[config.mk]
export PLATFORM = sky130hd
export DESIGN_NAME = adsr_envelope_generator
export DESIGN_NICKNAME = d
export VERILOG_FILES = /design/src/rtl/core/adsr_pkg.sv /design/src/rtl/core/adsr_step.sv /design/src/rtl/core/adsr_envelope_generator.sv
export VERILOG_INCLUDE_DIRS = /design/src /design/src/rtl/core
export SDC_FILE = /design/constraint.sdc
export NUM_CORES = 1
export LEC_CHECK = 0
export BUFFER_PORTS_ARGS = -buffer_cell sky130_fd_sc_hd__buf_2
export CORE_MARGIN = 3
export CORE_UTILIZATION = 45
export DETAILED_ROUTE_END_ITERATION = 7
export GPL_ROUTABILITY_DRIVEN = 1
export PLACE_DENSITY = 0.66
export SYNTH_ARGS = -nofsm -noshare
export SYNTH_HDL_FRONTEND = slang
export SYNTH_SLANG_ARGS = --single-unit
[constraint.sdc]
create_clock -name aclk -period 7.2 [get_ports aclk]
set_input_delay 1.08 -clock aclk [delete_from_list [all_inputs] [get_ports aclk]]
set_output_delay 1.08 -clock aclk [all_outputs]
set_load 0.005 [all_outputs]
[src/rtl/core/assert_macros.svh]
// ----------------------------------------------------------------------------
// Assertion macros
// Concurrent assertion wrappers clocked on aclk, disabled while aresetn is low.
// ----------------------------------------------------------------------------
`ifndef ASSERT_MACROS_SVH
`define ASSERT_MACROS_SVH

`ifndef NO_ASSERTIONS

// prop must hold at every enabled clock edge
`define ASSERT_PROP(label, prop, msg) \
    label: assert property (@(posedge aclk) disable iff (!aresetn) (prop)) else $error(msg);

// cond must never be true at an enabled clock edge
`define ASSERT_NEVER(label, cond, msg) \
    label: assert property (@(posedge aclk) disable iff (!aresetn) !(cond)) else $error(msg);

`else

`define ASSERT_PROP(label, prop, msg)
`define ASSERT_NEVER(label, cond, msg)

`endif

`endif

[src/rtl/core/adsr_pkg.sv]
// ----------------------------------------------------------------------------
// ADSR envelope package
// Types, register indexes, reset values and the rate table.
// ----------------------------------------------------------------------------
package adsr_pkg;

    localparam int LEVEL_W  = 16;
    localparam int RATE_W   = 4;
    localparam int MOD_W    = 11;
    localparam int CODE_W   = 3;
    localparam int VOL_W    = 4;
    localparam int CFG_IX_W = 3;
    localparam int CFG_D_W  = 4;
    localparam int S_DATA_W = 16;
    localparam int M_DATA_W = 24;

    // register indexes
    localparam logic [CFG_IX_W-1:0] REG_ATTACK    = 3'd0;
    localparam logic [CFG_IX_W-1:0] REG_DECAY     = 3'd1;
    localparam logic [CFG_IX_W-1:0] REG_SUSTAIN   = 3'd2;
    localparam logic [CFG_IX_W-1:0] REG_RELEASE   = 3'd3;
    localparam logic [CFG_IX_W-1:0] REG_RETRIGGER = 3'd4;

    // reset values
    localparam logic [RATE_W-1:0] RST_ATTACK  = 4'd0;
    localparam logic [RATE_W-1:0] RST_DECAY   = 4'd6;
    localparam logic [RATE_W-1:0] RST_SUSTAIN = 4'd12;
    localparam logic [RATE_W-1:0] RST_RELEASE = 4'd5;
    localparam logic              RST_RETRIG  = 1'b1;

    localparam logic [LEVEL_W-1:0] LEVEL_FULL = 16'hFFFF;

    // phase codes as seen on the result channel
    localparam logic [CODE_W-1:0] CODE_IDLE    = 3'd0;
    localparam logic [CODE_W-1:0] CODE_ATTACK  = 3'd1;
    localparam logic [CODE_W-1:0] CODE_DECAY   = 3'd2;
    localparam logic [CODE_W-1:0] CODE_SUSTAIN = 3'd3;
    localparam logic [CODE_W-1:0] CODE_RELEASE = 3'd4;

    localparam logic [LEVEL_W-1:0] RATE_STEP [16] = '{
        16'd65535, 16'd16384, 16'd8192, 16'd4096, 16'd2048, 16'd1024, 16'd512, 16'd256,
        16'd128,   16'd64,    16'd32,   16'd16,   16'd8,    16'd4,    16'd2,   16'd1
    };

    typedef enum logic [4:0] {
        PH_IDLE    = 5'b00001,
        PH_ATTACK  = 5'b00010,
        PH_DECAY   = 5'b00100,
        PH_SUSTAIN = 5'b01000,
        PH_RELEASE = 5'b10000
    } adsr_phase_t;

    typedef struct packed {
        logic [RATE_W-1:0] attack_rate;
        logic [RATE_W-1:0] decay_rate;
        logic [RATE_W-1:0] sustain_step;
        logic [RATE_W-1:0] release_rate;
        logic              retrigger_reset;
    } adsr_cfg_t;

    typedef struct packed {
        logic                    gate_held;
        logic                    trigger;
        logic signed [MOD_W-1:0] decay_mod;
    } adsr_item_t;

    typedef struct packed {
        adsr_phase_t        phase;
        logic [LEVEL_W-1:0] level;
        logic               note;
    } adsr_state_t;

    typedef struct packed {
        logic [LEVEL_W-1:0] env_level;
        logic [VOL_W-1:0]   volume;
        logic               note_active;
        logic [CODE_W-1:0]  phase;
    } adsr_result_t;

    function automatic logic [CODE_W-1:0] phase_code(adsr_phase_t ph);
        logic [CODE_W-1:0] code;
        unique case (ph)
            PH_ATTACK:  code = CODE_ATTACK;
            PH_DECAY:   code = CODE_DECAY;
            PH_SUSTAIN: code = CODE_SUSTAIN;
            PH_RELEASE: code = CODE_RELEASE;
            default:    code = CODE_IDLE;
        endcase
        return code;
    endfunction

endpackage

[src/rtl/core/adsr_step.sv]
// ----------------------------------------------------------------------------
// ADSR tick update
// Next phase, level and note flag for one control tick, plus the result item.
// ----------------------------------------------------------------------------
module adsr_step
    import adsr_pkg::*;
(
    input  adsr_cfg_t    cfg,
    input  adsr_item_t   item,
    input  adsr_state_t  cur,
    output adsr_state_t  nxt,
    output adsr_result_t result
);

    logic signed [5:0]    mod_sh;
    logic signed [6:0]    dec_sum;
    logic [RATE_W-1:0]    dec_ix;
    logic [LEVEL_W-1:0]   sus;
    logic [LEVEL_W-1:0]   atk_step;
    logic [LEVEL_W-1:0]   dec_step;
    logic [LEVEL_W-1:0]   rel_step;
    adsr_phase_t          ph_pre;
    logic [LEVEL_W-1:0]   lvl_pre;
    logic                 note_pre;
    logic [LEVEL_W:0]     sum_atk;
    logic [LEVEL_W:0]     diff_dec;
    logic [VOL_W-1:0]     vol_raw;

    // floor shift by 32 is just the top six bits
    assign mod_sh  = item.decay_mod[MOD_W-1:5];
    assign dec_sum = $signed({3'b000, cfg.decay_rate}) + $signed({mod_sh[5], mod_sh});

    always_comb begin
        if (dec_sum[6]) begin
            dec_ix = '0;
        end else if (dec_sum > 7'sd15) begin
            dec_ix = 4'd15;
        end else begin
            dec_ix = dec_sum[RATE_W-1:0];
        end
    end

    // step * 4369 == step replicated into each nibble
    assign sus      = {4{cfg.sustain_step}};
    assign atk_step = RATE_STEP[cfg.attack_rate];
    assign dec_step = RATE_STEP[dec_ix];
    assign rel_step = RATE_STEP[cfg.release_rate];

    // trigger first, then gate-off
    always_comb begin
        ph_pre   = cur.phase;
        lvl_pre  = cur.level;
        note_pre = cur.note;
        if (item.trigger) begin
            note_pre = 1'b1;
            if (cfg.attack_rate == '0) begin
                ph_pre  = PH_DECAY;
                lvl_pre = LEVEL_FULL;
            end else begin
                ph_pre = PH_ATTACK;
                if (cfg.retrigger_reset) begin
                    lvl_pre = '0;
                end
            end
        end else if (!item.gate_held && cur.note && cur.phase != PH_RELEASE) begin
            ph_pre = PH_RELEASE;
        end
    end

    assign sum_atk  = {1'b0, lvl_pre} + {1'b0, atk_step};
    assign diff_dec = {1'b0, lvl_pre} - {1'b0, dec_step};

    always_comb begin
        nxt.phase = ph_pre;
        nxt.level = lvl_pre;
        nxt.note  = note_pre;
        unique case (ph_pre)
            PH_ATTACK: begin
                if (sum_atk >= {1'b0, LEVEL_FULL}) begin
                    nxt.level = LEVEL_FULL;
                    nxt.phase = PH_DECAY;
                end else begin
                    nxt.level = sum_atk[LEVEL_W-1:0];
                end
            end
            PH_DECAY: begin
                // borrow means the difference went below zero
                if (diff_dec[LEVEL_W] || diff_dec[LEVEL_W-1:0] <= sus) begin
                    nxt.level = sus;
                    nxt.phase = PH_SUSTAIN;
                end else begin
                    nxt.level = diff_dec[LEVEL_W-1:0];
                end
            end
            PH_SUSTAIN: begin
                nxt.level = sus;
            end
            PH_RELEASE: begin
                if (lvl_pre <= rel_step) begin
                    nxt.level = '0;
                    nxt.phase = PH_IDLE;
                    nxt.note  = 1'b0;
                end else begin
                    nxt.level = lvl_pre - rel_step;
                end
            end
            default: begin
                nxt.level = '0;
                nxt.phase = PH_IDLE;
            end
        endcase
    end

    assign vol_raw = nxt.level[LEVEL_W-1:LEVEL_W-VOL_W];

    always_comb begin
        result.env_level   = nxt.level;
        result.note_active = nxt.note;
        result.phase       = phase_code(nxt.phase);
        if (vol_raw == '0 && nxt.phase != PH_IDLE) begin
            result.volume = 4'd1;
        end else begin
            result.volume = vol_raw;
        end
    end

endmodule

[src/rtl/core/adsr_envelope_generator.sv]
// ----------------------------------------------------------------------------
// ADSR envelope generator
// Control-tick driven 16-bit envelope with attack, decay, sustain and release.
// ----------------------------------------------------------------------------
// Usage:
//   Each slave transaction is one control tick: gate level, trigger flag and
//   signed decay modulation. Each tick yields exactly one master transaction
//   with the new level, 4-bit volume, note-on flag and phase code.
//   Envelope timing is set through the write port (attack, decay, sustain,
//   release indexes and retrigger mode); write it only with no tick in flight.
// Pipeline and throughput:
//   A tick is captured in the input register and passes the single-pass
//   step logic into the output register once the output slot is free or
//   draining; m_tvalid then rises. One tick per cycle is sustained while
//   m_tready stays high, set by the phase/level feedback through the step
//   logic.
// Reset:
//   Synchronous, active low. Phase returns to idle, level and note flag clear,
//   configuration takes its defaults and both channels empty.
// Stalls:
//   While m_tready is low the result holds; one further tick waits in the
//   input register, after which s_tready drops.
// ----------------------------------------------------------------------------
`include "assert_macros.svh"

module adsr_envelope_generator
    import adsr_pkg::*;
(
    input  logic                  aclk,
    input  logic                  aresetn,
    // configuration write port
    input  logic                  cfg_wr_en,
    input  logic [CFG_IX_W-1:0]   cfg_addr,
    input  logic [CFG_D_W-1:0]    cfg_wdata,
    // tick input
    input  logic                  s_tvalid,
    output logic                  s_tready,
    input  logic [S_DATA_W-1:0]   s_tdata,   // [0] gate_held, [1] trigger, [12:2] decay_mod
    // result output
    output logic                  m_tvalid,
    input  logic                  m_tready,
    output logic [M_DATA_W-1:0]   m_tdata    // [15:0] env_level, [19:16] volume,
                                             // [20] note_active, [23:21] phase
);

    adsr_cfg_t    cfg_reg;
    adsr_item_t   item_reg;
    logic         in_valid_reg;
    adsr_state_t  state_reg;
    adsr_state_t  state_next;
    adsr_result_t result_next;
    adsr_result_t result_reg;
    logic         out_valid_reg;
    logic         fire;

    // configuration registers
    always_ff @(posedge aclk) begin
        if (!aresetn) begin
            cfg_reg.attack_rate     <= RST_ATTACK;
            cfg_reg.decay_rate      <= RST_DECAY;
            cfg_reg.sustain_step    <= RST_SUSTAIN;
            cfg_reg.release_rate    <= RST_RELEASE;
            cfg_reg.retrigger_reset <= RST_RETRIG;
        end else if (cfg_wr_en) begin
            unique case (cfg_addr)
                REG_ATTACK:    cfg_reg.attack_rate     <= cfg_wdata;
                REG_DECAY:     cfg_reg.decay_rate      <= cfg_wdata;
                REG_SUSTAIN:   cfg_reg.sustain_step    <= cfg_wdata;
                REG_RELEASE:   cfg_reg.release_rate    <= cfg_wdata;
                REG_RETRIGGER: cfg_reg.retrigger_reset <= cfg_wdata[0];
                default: ;
            endcase
        end
    end

    // step fires when a tick is held and the output slot is free or draining
    assign fire     = in_valid_reg && (!out_valid_reg || m_tready);
    assign s_tready = !in_valid_reg || fire;

    always_ff @(posedge aclk) begin
        if (!aresetn) begin
            in_valid_reg <= 1'b0;
        end else if (s_tready) begin
            in_valid_reg <= s_tvalid;
        end
    end

    always_ff @(posedge aclk) begin
        if (s_tready && s_tvalid) begin
            item_reg.gate_held <= s_tdata[0];
            item_reg.trigger   <= s_tdata[1];
            item_reg.decay_mod <= s_tdata[12:2];
        end
    end

    adsr_step u_step (
        .cfg    (cfg_reg),
        .item   (item_reg),
        .cur    (state_reg),
        .nxt    (state_next),
        .result (result_next)
    );

    always_ff @(posedge aclk) begin
        if (!aresetn) begin
            state_reg.phase <= PH_IDLE;
            state_reg.level <= '0;
            state_reg.note  <= 1'b0;
            out_valid_reg   <= 1'b0;
        end else begin
            if (fire) begin
                state_reg <= state_next;
            end
            out_valid_reg <= fire || (out_valid_reg && !m_tready);
        end
    end

    always_ff @(posedge aclk) begin
        if (fire) begin
            result_reg <= result_next;
        end
    end

    assign m_tvalid = out_valid_reg;
    assign m_tdata  = {result_reg.phase, result_reg.note_active,
                       result_reg.volume, result_reg.env_level};

    // idle exactly when no note is sounding
    `ASSERT_PROP(a_idle_note, (state_reg.phase == PH_IDLE) == !state_reg.note, "idle/note mismatch")
    `ASSERT_PROP(a_idle_zero, (state_reg.phase == PH_IDLE) |-> (state_reg.level == '0), "idle level not zero")
    `ASSERT_NEVER(a_vol_floor, m_tvalid && result_reg.phase != CODE_IDLE && result_reg.volume == '0, "zero volume on sounding note")

endmodule

**Yosys cells after proc, flatten, opt, wreduce, memory -nomap -nowiden**

Memories as Yosys holds them, arrays and structs flattened.
Index checks and enable logic that the tools add are counted.
Widths: inputs -> output; s select.

- Flip-flop bits (word level): 78
- Bits in latches: 0
- Memory bits (writable): 0
- Bits in read-only memories: 768
- Input port bits: 28
- Memories kept: 3

- $add $sub $neg: 4
- Multipliers: 0
- Divide/modulo/power cells: 0
- Magnitude comparators: 7
- Eq/ne operators: 14
- Shifts and indexed selects: 0
- Multiplexer cells: 26
- Bitwise operators: 3
- Reductions and logical operators: 22

Memory list:

| memory | depth | bits a word | read ports | clocked after Yosys merged registers in | write ports | line | text |
|---|---|---|---|---|---|---|---|
| (name not given) | 16 | 16 | 1 | 0 | 0 | adsr_step.sv:45 | `assign atk_step = RATE_STEP[cfg.attack_rate];` |
| (name not given) | 16 | 16 | 1 | 0 | 0 | adsr_step.sv:46 | `assign dec_step = RATE_STEP[dec_ix];` |
| (name not given) | 16 | 16 | 1 | 0 | 0 | adsr_step.sv:47 | `assign rel_step = RATE_STEP[cfg.release_rate];` |

Operator list:

| cell | count |
|---|---|
| $mux 16 | 12 |
| $pmux 16 s4 | 1 |
| $le 16x16->1 | 2 |
| $mux 5 | 5 |
| $pmux 5 s4 | 1 |
| $add 16x16->17 | 1 |
| $ge 17x16->1 const B | 1 |
| $sub 16x16->17 | 1 |
| $sub 16x16->16 | 1 |
| $ge 5x5->1 const B | 3 |
| $not 4->5 | 3 |
| $pmux 3 s4 | 1 |
| $eq 5x2->1 const B | 2 |
| $eq 5x3->1 const B | 2 |
| $eq 5x4->1 const B | 2 |
| $eq 5x5->1 const B | 2 |
| $reduce_and 2->1 | 5 |
| $logic_not 4->1 | 2 |
| $mux 4 | 2 |
| $add 5x6->7 | 1 |
| $gt 7x5->1 const B | 1 |
| $eq 3x2->1 const B | 2 |
| $logic_and 1x1->1 | 6 |
| $ne 5x1->1 const B | 1 |
| 8 further kinds | 16 |

**Logic depth before layout (Yosys ltp)**

Gate-level depths: netlist of run 1.

- Word-level depth: 15
- Gate-level depth with buffers: 30
- Depth with buffers taken out: 28

**Hierarchy**

Synthesis of run 1 repeated with hierarchy kept, for this count alone.

- Cells, all modules: 891
- Area total of the unflattened synthesis: 7,422.1 sq um

By module, submodules not included:

| module | instances | cells an instance | area an instance (sq um) |
|---|---|---|---|
| adsr_step | 1 | 681 | 4,684.5 |
| adsr_envelope_generator | 1 | 210 | 2,737.6 |

**Least setup slack after synthesis of run 1**

No wires, ideal clock.

- Path type: flip-flop to flip-flop
- Start point: register item_reg[5] (netlist name)
- End point: register result_reg (netlist bit m_tdata[16]) (data pin)
- Arrival: 6.155 ns
- Data required time: 7.020 ns
- Slack: 0.865 ns
- Cell stages (with the launch flop): 28
- Buffers on the path: 1
- Period minus slack after synthesis: 6.335 ns
- Cells stage by stage: edfxtp_1 ha_1 fa_1 a21o_1 a21oi_1 o311ai_0 o21ai_1 o21ai_0 ha_1 and2_1 clkbuf_1 a21o_1 fa_1 nor2b_1 o31ai_2 a2111oi_0 o41a_1 xnor2_1 ha_1 nand4_1 nor2_1 a31o_2 a21oi_1 nand2_1 a32oi_1 o211ai_2 a211o_1 o41ai_2

RTL lines:

| what | line | text |
|---|---|---|
| start: declaration | adsr_envelope_generator.sv:47 | `adsr_item_t item_reg;` |
| end signal: assignment | adsr_envelope_generator.sv:120 | `result_reg <= result_next;` |
| end: declaration | adsr_envelope_generator.sv:52 | `adsr_result_t result_reg;` |

==> results of run 1 <==
==> how the worst min path moves through the flow <==
stage / end / slack [ns]
final: cfg_reg[11] / 0.51
after global routing: m_tvalid / 0.55
after CTS: cfg_reg[11] / 0.51
after detailed placement: cfg_reg[11] / 0.49
after global placement: cfg_reg[11] / 0.49
after floorplan: cfg_reg[0] / 0.44
==> critical path, delay by kind of cell (launching register included) <==
family | cells | cell delay, ns
buffers and inverters | 1 | 0.16
adders and majority gates | 6 | 1.81
and+or+nand+nor | 6 | 0.86
DFF | 1 | 0.37
AOI/OAI and AO/OA | 15 | 3.44
==> kinds of logic (layout without fill, tap and decap cells) <==
| group | count (synthesis) | in the layout |
|---|---|---|
| compound gates | 289 | 289 |
| simple gates | 260 | 260 |
| fa+ha+maj | 84 | 84 |
| flops | 73 | 73 |
| buf+inv | 68 | 114 |
| xor+xnor | 32 | 32 |
| mux | 17 | 17 |
==> layer usage <==
metal  vias to the layer above  part of all wire (%)  global-route usage [%]
met3                        40                   7.3                    4.49
met2                       209                    42                    34.2
met5                         -                     0                       0
met1                      2931                    47                    32.9
met4                         0                   3.6                    9.29
li1                       3156                     -                       -
==> power groups by stage <==
stage | Sequential [mW] | Combinational (mW) | Clock [mW]
3_5_place_dp | 0.490 | 0.862 | 0
3_3_place_gp | 0.490 | 0.854 | 0
5_1_grt | 0.484 | 0.977 | 0.471
4_1_cts | 0.481 | 0.867 | 0.453
6_report | 0.481 | 0.893 | 0.449
2_1_floorplan | 0.488 | 0.636 | 0
==> per-stage QoR <==
| stage | instance area (sq um) | hold WS, ns |
|---|---|---|
| floorplan | 6880 | 0.444 |
| global placement | 7310 | 0.485 |
| detailed placement | 7310 | 0.493 |
| CTS | 7600 | 0.509 |
| global route | 7640 | 0.553 |
| finish | 7640 | 0.505 |
==> cell type report <==
cell class,instances,area (sq um),share of cell area [%]
Multi-Input combinational cell,682,4870,63.7
Sequential cell,73,1780,23.3
Timing Repair Buffer,59,330,4.32
Tap cell,184,230,3.01
Clock buffer,9,225,2.95
Inverter,39,146,1.91
Clock inverter,7,61.3,0.802
==> timing repair <==
item	4_1_cts	5_1_grt
gates resized for setup	0	10
endpoints found under the setup margin	0	30
buffers inserted	0	2
==> synth_stat cells (4+ instances only) <==
| library cell | instances | area (sq um) |
|---|---|---|
| o21ai_1 | 6 | 30.0 |
| nor2b_1 | 23 | 144 |
| o21ai_0 | 52 | 260 |
| o22ai_1 | 4 | 25.0 |
| nand4_1 | 5 | 31.3 |
| a41oi_1 | 5 | 43.8 |
| nand2b_1 | 14 | 87.6 |
| o211ai_1 | 9 | 67.6 |
| nand2_1 | 77 | 289 |
| xnor2_1 | 21 | 184 |
| a31oi_1 | 15 | 93.8 |
| edfxtp_1 | 32 | 961 |
| xor2_1 | 11 | 96.3 |
| a211oi_1 | 14 | 105 |
| a21o_1 | 35 | 263 |
| nor3_1 | 20 | 100 |
| or3_1 | 8 | 50.1 |
| fa_1 | 4 | 80.1 |
| a21oi_1 | 58 | 290 |
| ha_1 | 80 | 1000 |
| dfxtp_1 | 41 | 821 |
| inv_1 | 39 | 146 |
| a211o_1 | 8 | 70.1 |
| nor2_1 | 60 | 225 |
| nand3_1 | 21 | 105 |
| mux2i_1 | 17 | 170 |
| nand2_2 | 4 | 25.0 |
| o31ai_1 | 4 | 30.0 |
| a21boi_0 | 4 | 30.0 |
| clkbuf_1 | 24 | 90.1 |
| a31o_2 | 6 | 52.6 |
| o21a_1 | 15 | 113 |
| and2_1 | 7 | 43.8 |
==> impl_metrics.ini, run 1 <==
[pwr]
p_int_mw = 1.06
pwr-share-seq_pct = 26.4
pwr-share-clk_pct = 24.6
power.switching_uw = 766
p_leak_nw = 3.27
switching_share_pct = 42.0
p_total_mw = 1.82
ir_worst_vdd_mv = 0.169
p_comb_share_pct = 49.0
powerDensity_nw_per_um2 = 239

[routing]
drc_errors = 0
vias_per_cell = 6.02
num_vias = 6336
wirelength_um = 19400
drt-initial-drc-count = 583
postRouteAntennaNets = 0
wire_per_inst_um = 18.4
drt_pass1_iterations = 6

[timing]
fmax_ghz = 0.147
setup_tns_ns = 0
slew_headroom_pct = 47.5
slew_viol_final = 0
finalCritPeriodShare_pct = 94.8
fin_worst_skew_ns = 0.0113
worst_pin_slew_ns = 0.787
hold_viol = 0
fin_crit_ns = 6.82
fin_ws_ns = 0.375
setup_viol = 0

[placed_design]
dp_slack_ns = 0.149
port_buffers = 45
place.gp.congestion = 0.947
dp_cells = 1035
dp_hpwl_um = 15300

[cts]
postCtsHoldBufs = 0
clock-sinks = 73
htree_levels = 3
clockRootBuffer = clkbuf_16
cts_tree = built
clk_pin_slew_ns = 0.06
numCtsBuffers = 9
clkLatencyLatePin_ns = 0.36
clock_path_buffers = 2

[global_route]
grt_pass1_wl_um = 29600
grt_max_degree = 58
grt_pass1_vias = 5505
grt.overflow.total = 0
antenna_found_initial = 0
grt_usage_pct = 23.1

[setup_path]
r2r-end = m_tdata[16]
worstSetupPathType = flip-flop to flip-flop
worstPathRequired_ns = 7.37
reg2reg_slack_ns = 0.38
setup.worst_path.start = item_reg[5]
cp_data_arrival_time_ns = 6.99
worst-path-max-fanout = 8
setup.worst_path.end = m_tdata[16]
worstSetupEndpointType = flip-flop
slowest_delay_ns = 0.40
cp-start-kind = flip-flop
reg2reg_depth = 28
crit_path_frequent_cell = ha_1
cp_slowest_cell = fa_1
worstReg2RegStart = item_reg[5]

[logic_synthesis]
ys_seq_area_share_pct = 25.9
ys_warn_count = 0
synthSimpleGateAreaFrac_pct = 18.4
syn_avg_cell_area_sq_um = 8.36
synth_flop_cell = dfxtp_1
synthMuxAreaShare_pct = 2.47
synthesis.nets = 935
synthDistinctLibCells = 83
ys_ff_latch = 73
synth_edf_count = 32
synthesis.area_sq_um = 6880
synth_top_family_by_area = compound AO/OA/AOI/OAI gates
synth_cells = 823
synthArstFlopShare_pct = 0
synthAdderAreaFrac_pct = 15.7
synth-compound-area-share_pct = 29.5
synth_xor_area_share_pct = 4.08

[cells_and_area]
area_delta_synth_final_pct = 11.2
nFillCells = 1411
final_nets = 976
drive_above_1_share_pct = 13.3
fin_cells = 1053
largest_register_ff_count = 24
n_antenna_cell = 0
final_common_cell = ha_1
utilization_pct = 51.8
final_cell_mix = ha_1, nand2_1, nor2_1, a21oi_1, o21ai_0

[run_status]
outcome = completed

[floorplan]
core_area_sq_um = 14800
dieArea_sq_um = 16800
ioPinCount = 54
fp-row-count = 44
die_y_um = 130
initial_core_util_pct = 46.6
die_w_um = 130

[hold_path]
worstHoldStart = cfg_reg[11]
min_path_cells = 2
min_path_type = flip-flop to flip-flop

[flow_run]
cap_violations = 0
Note: power is estimated with default switching activity, not from simulation.
==> inputs of run 2 (changes only) <==
- PLACE_DENSITY: 0.66 -> 0.68
- clock period: 7.2 -> 5.55 ns (I/O delays scaled with it)
==> run 2 against run 1 <==
Compared with the run above: the run now ends with negative setup slack left; sequential power up 30%; critical endpoint is now state_reg[15]; final cell count rose by 10%; register-to-register slack got worse by 0.92 ns.
==> impl_metrics.ini, run 2 (synthesis results as in run 1) <==
[run_status]
outcome = complete, but fails checks
violations = negative setup slack

[global_route]
grt_usage_pct = 24.8
grt.overflow.total = 0
antenna_found_initial = 0
grt_max_degree = 58
grt_pass1_wl_um = 32600
grt_pass1_vias = 6205

[cells_and_area]
final_cell_mix = buf_4, nand2_1, ha_1, nor2_1, buf_2
largest_register_ff_count = 24
final_nets = 1080
final_common_cell = buf_4
fin_cells = 1158
drive_above_1_share_pct = 29.4
area_delta_synth_final_pct = 29.1

[setup_path]
r2r-end = state_reg[15]
cp_data_arrival_time_ns = 6.33
cp_slowest_cell = edfxtp_1
setup.worst_path.start = item_reg[6]
reg2reg_slack_ns = -0.54
worstSetupPathType = flip-flop to flip-flop
worstPathRequired_ns = 5.79
slowest_delay_ns = 0.40
worstReg2RegStart = item_reg[6]
worstSetupEndpointType = flip-flop
worst-path-buf-inv = 7
cp-start-kind = flip-flop
crit_cells = 29
setup.worst_path.end = state_reg[15]
critPathTopFamily = compound AO/OA/AOI/OAI gates
worst-path-max-fanout = 5
reg2reg_depth = 29
crit_path_frequent_cell = buf_4

[pwr]
p_total_mw = 2.83
ir_worst_vdd_mv = 0.220
p_leak_nw = 3.83
powerDensity_nw_per_um2 = 319

[routing]
num_vias = 6962
vias_per_cell = 6.01
drt-initial-drc-count = 784
wire_per_inst_um = 18.3
wirelength_um = 21200
postRouteAntennaNets = 0
drt_pass1_iterations = 7
drc_errors = 0

[timing]
fin_crit_ns = 6.09
setup_viol = 37
finalCritPeriodShare_pct = 110
worst_pin_slew_ns = 0.785
fin_ws_ns = -0.540
setup_tns_ns = -11.02
slew_headroom_pct = 47.3
fin_worst_skew_ns = 0.00977
timing.hold.ws_ns = 0.506
fmax_ghz = 0.164
hold_viol = 0
rsz0062_at_grt = yes
slew_viol_final = 0

[floorplan]
core_area_sq_um = 14800
initial_core_util_pct = 46.6
die_w_um = 130
fp-row-count = 44
ioPinCount = 54
die_y_um = 130
dieArea_sq_um = 16800

[hold_path]
min_path_cells = 2
min_path_type = flip-flop to flip-flop

[flow_run]
cap_violations = 0

[cts]
clk_pin_slew_ns = 0.07
clock_path_buffers = 2
clockRootBuffer = clkbuf_16
numCtsBuffers = 9
clock-sinks = 73
htree_levels = 3
clkLatencyLatePin_ns = 0.35
cts_tree = built

[placed_design]
dp_hpwl_um = 16200
place.gp.congestion = 0.975
dp_cells = 1115
port_buffers = 45
run 2: cell types whose count changed in the layout (fill, tap and decap cells not counted), sizes merged:
| cell | change |
|---|---|
| buf | +104 |
| clkinvlp | +1 |
| inv | +1 |
| clkinv | -2 |
| diode | +1 |
run 2: metrics by stage:
stage	util, %	worst slack (ns)	instance area (sq um)
5_1_grt	60.2	-0.864	8870
6_report	60.2	-0.540	8880
3_3_place_gp	54.2	-0.502	7990
4_1_cts	58.8	-0.402	8670
3_5_place_dp	54.2	-0.651	7990
2_1_floorplan	-	-0.158	6960
run 2: per-layer routing:
layer,track usage [%],wire (um),vias up
met5,0,0,-
met4,8.74,701,0
met3,4.37,1420,47
met2,38.7,9500,265
met1,34.6,9580,3280
li1,-,-,3370
run 2: repair_timing:
action,CTS,global route
setup endpoints to repair,38,39
pin swaps,14,35
gates resized for setup,57,38
buffers inserted,21,5
hold buffers,0,0
run 2: cell type report:
cell class	instances	area, sq um
diodes	1	2.50
clock buffers	9	225
clock inverters	7	60.1
fillers	1313	5880
inverters	39	146
multi-input cells	682	5290
flip-flops and latches	73	1780
well taps	184	230
repair buffers	163	1140
run 2: worst min path at each step:
stage / end / start
detailed placement: cfg_reg[11] / cfg_reg[11]
CTS: cfg_reg[11] / cfg_reg[11]
finish: cfg_reg[11] / cfg_reg[11]
global placement: cfg_reg[11] / cfg_reg[11]
global route: cfg_reg[11] / cfg_reg[11]
floorplan: cfg_reg[0] / cfg_reg[0]
run 2: tightest hold or removal path, stage by stage, from the launching register on:
cell and delay (ns):
dfxtp_1 0.35, mux2i_1 0.07, nand2_1 0.06
run 2: where the power goes:
group	switching, mW	leakage [nW]	total, mW	internal (mW)
clock	0.263	0.131	0.574	0.311
sequential	0.0175	0.644	0.624	0.607
combinational	0.876	3.05	1.63	0.756
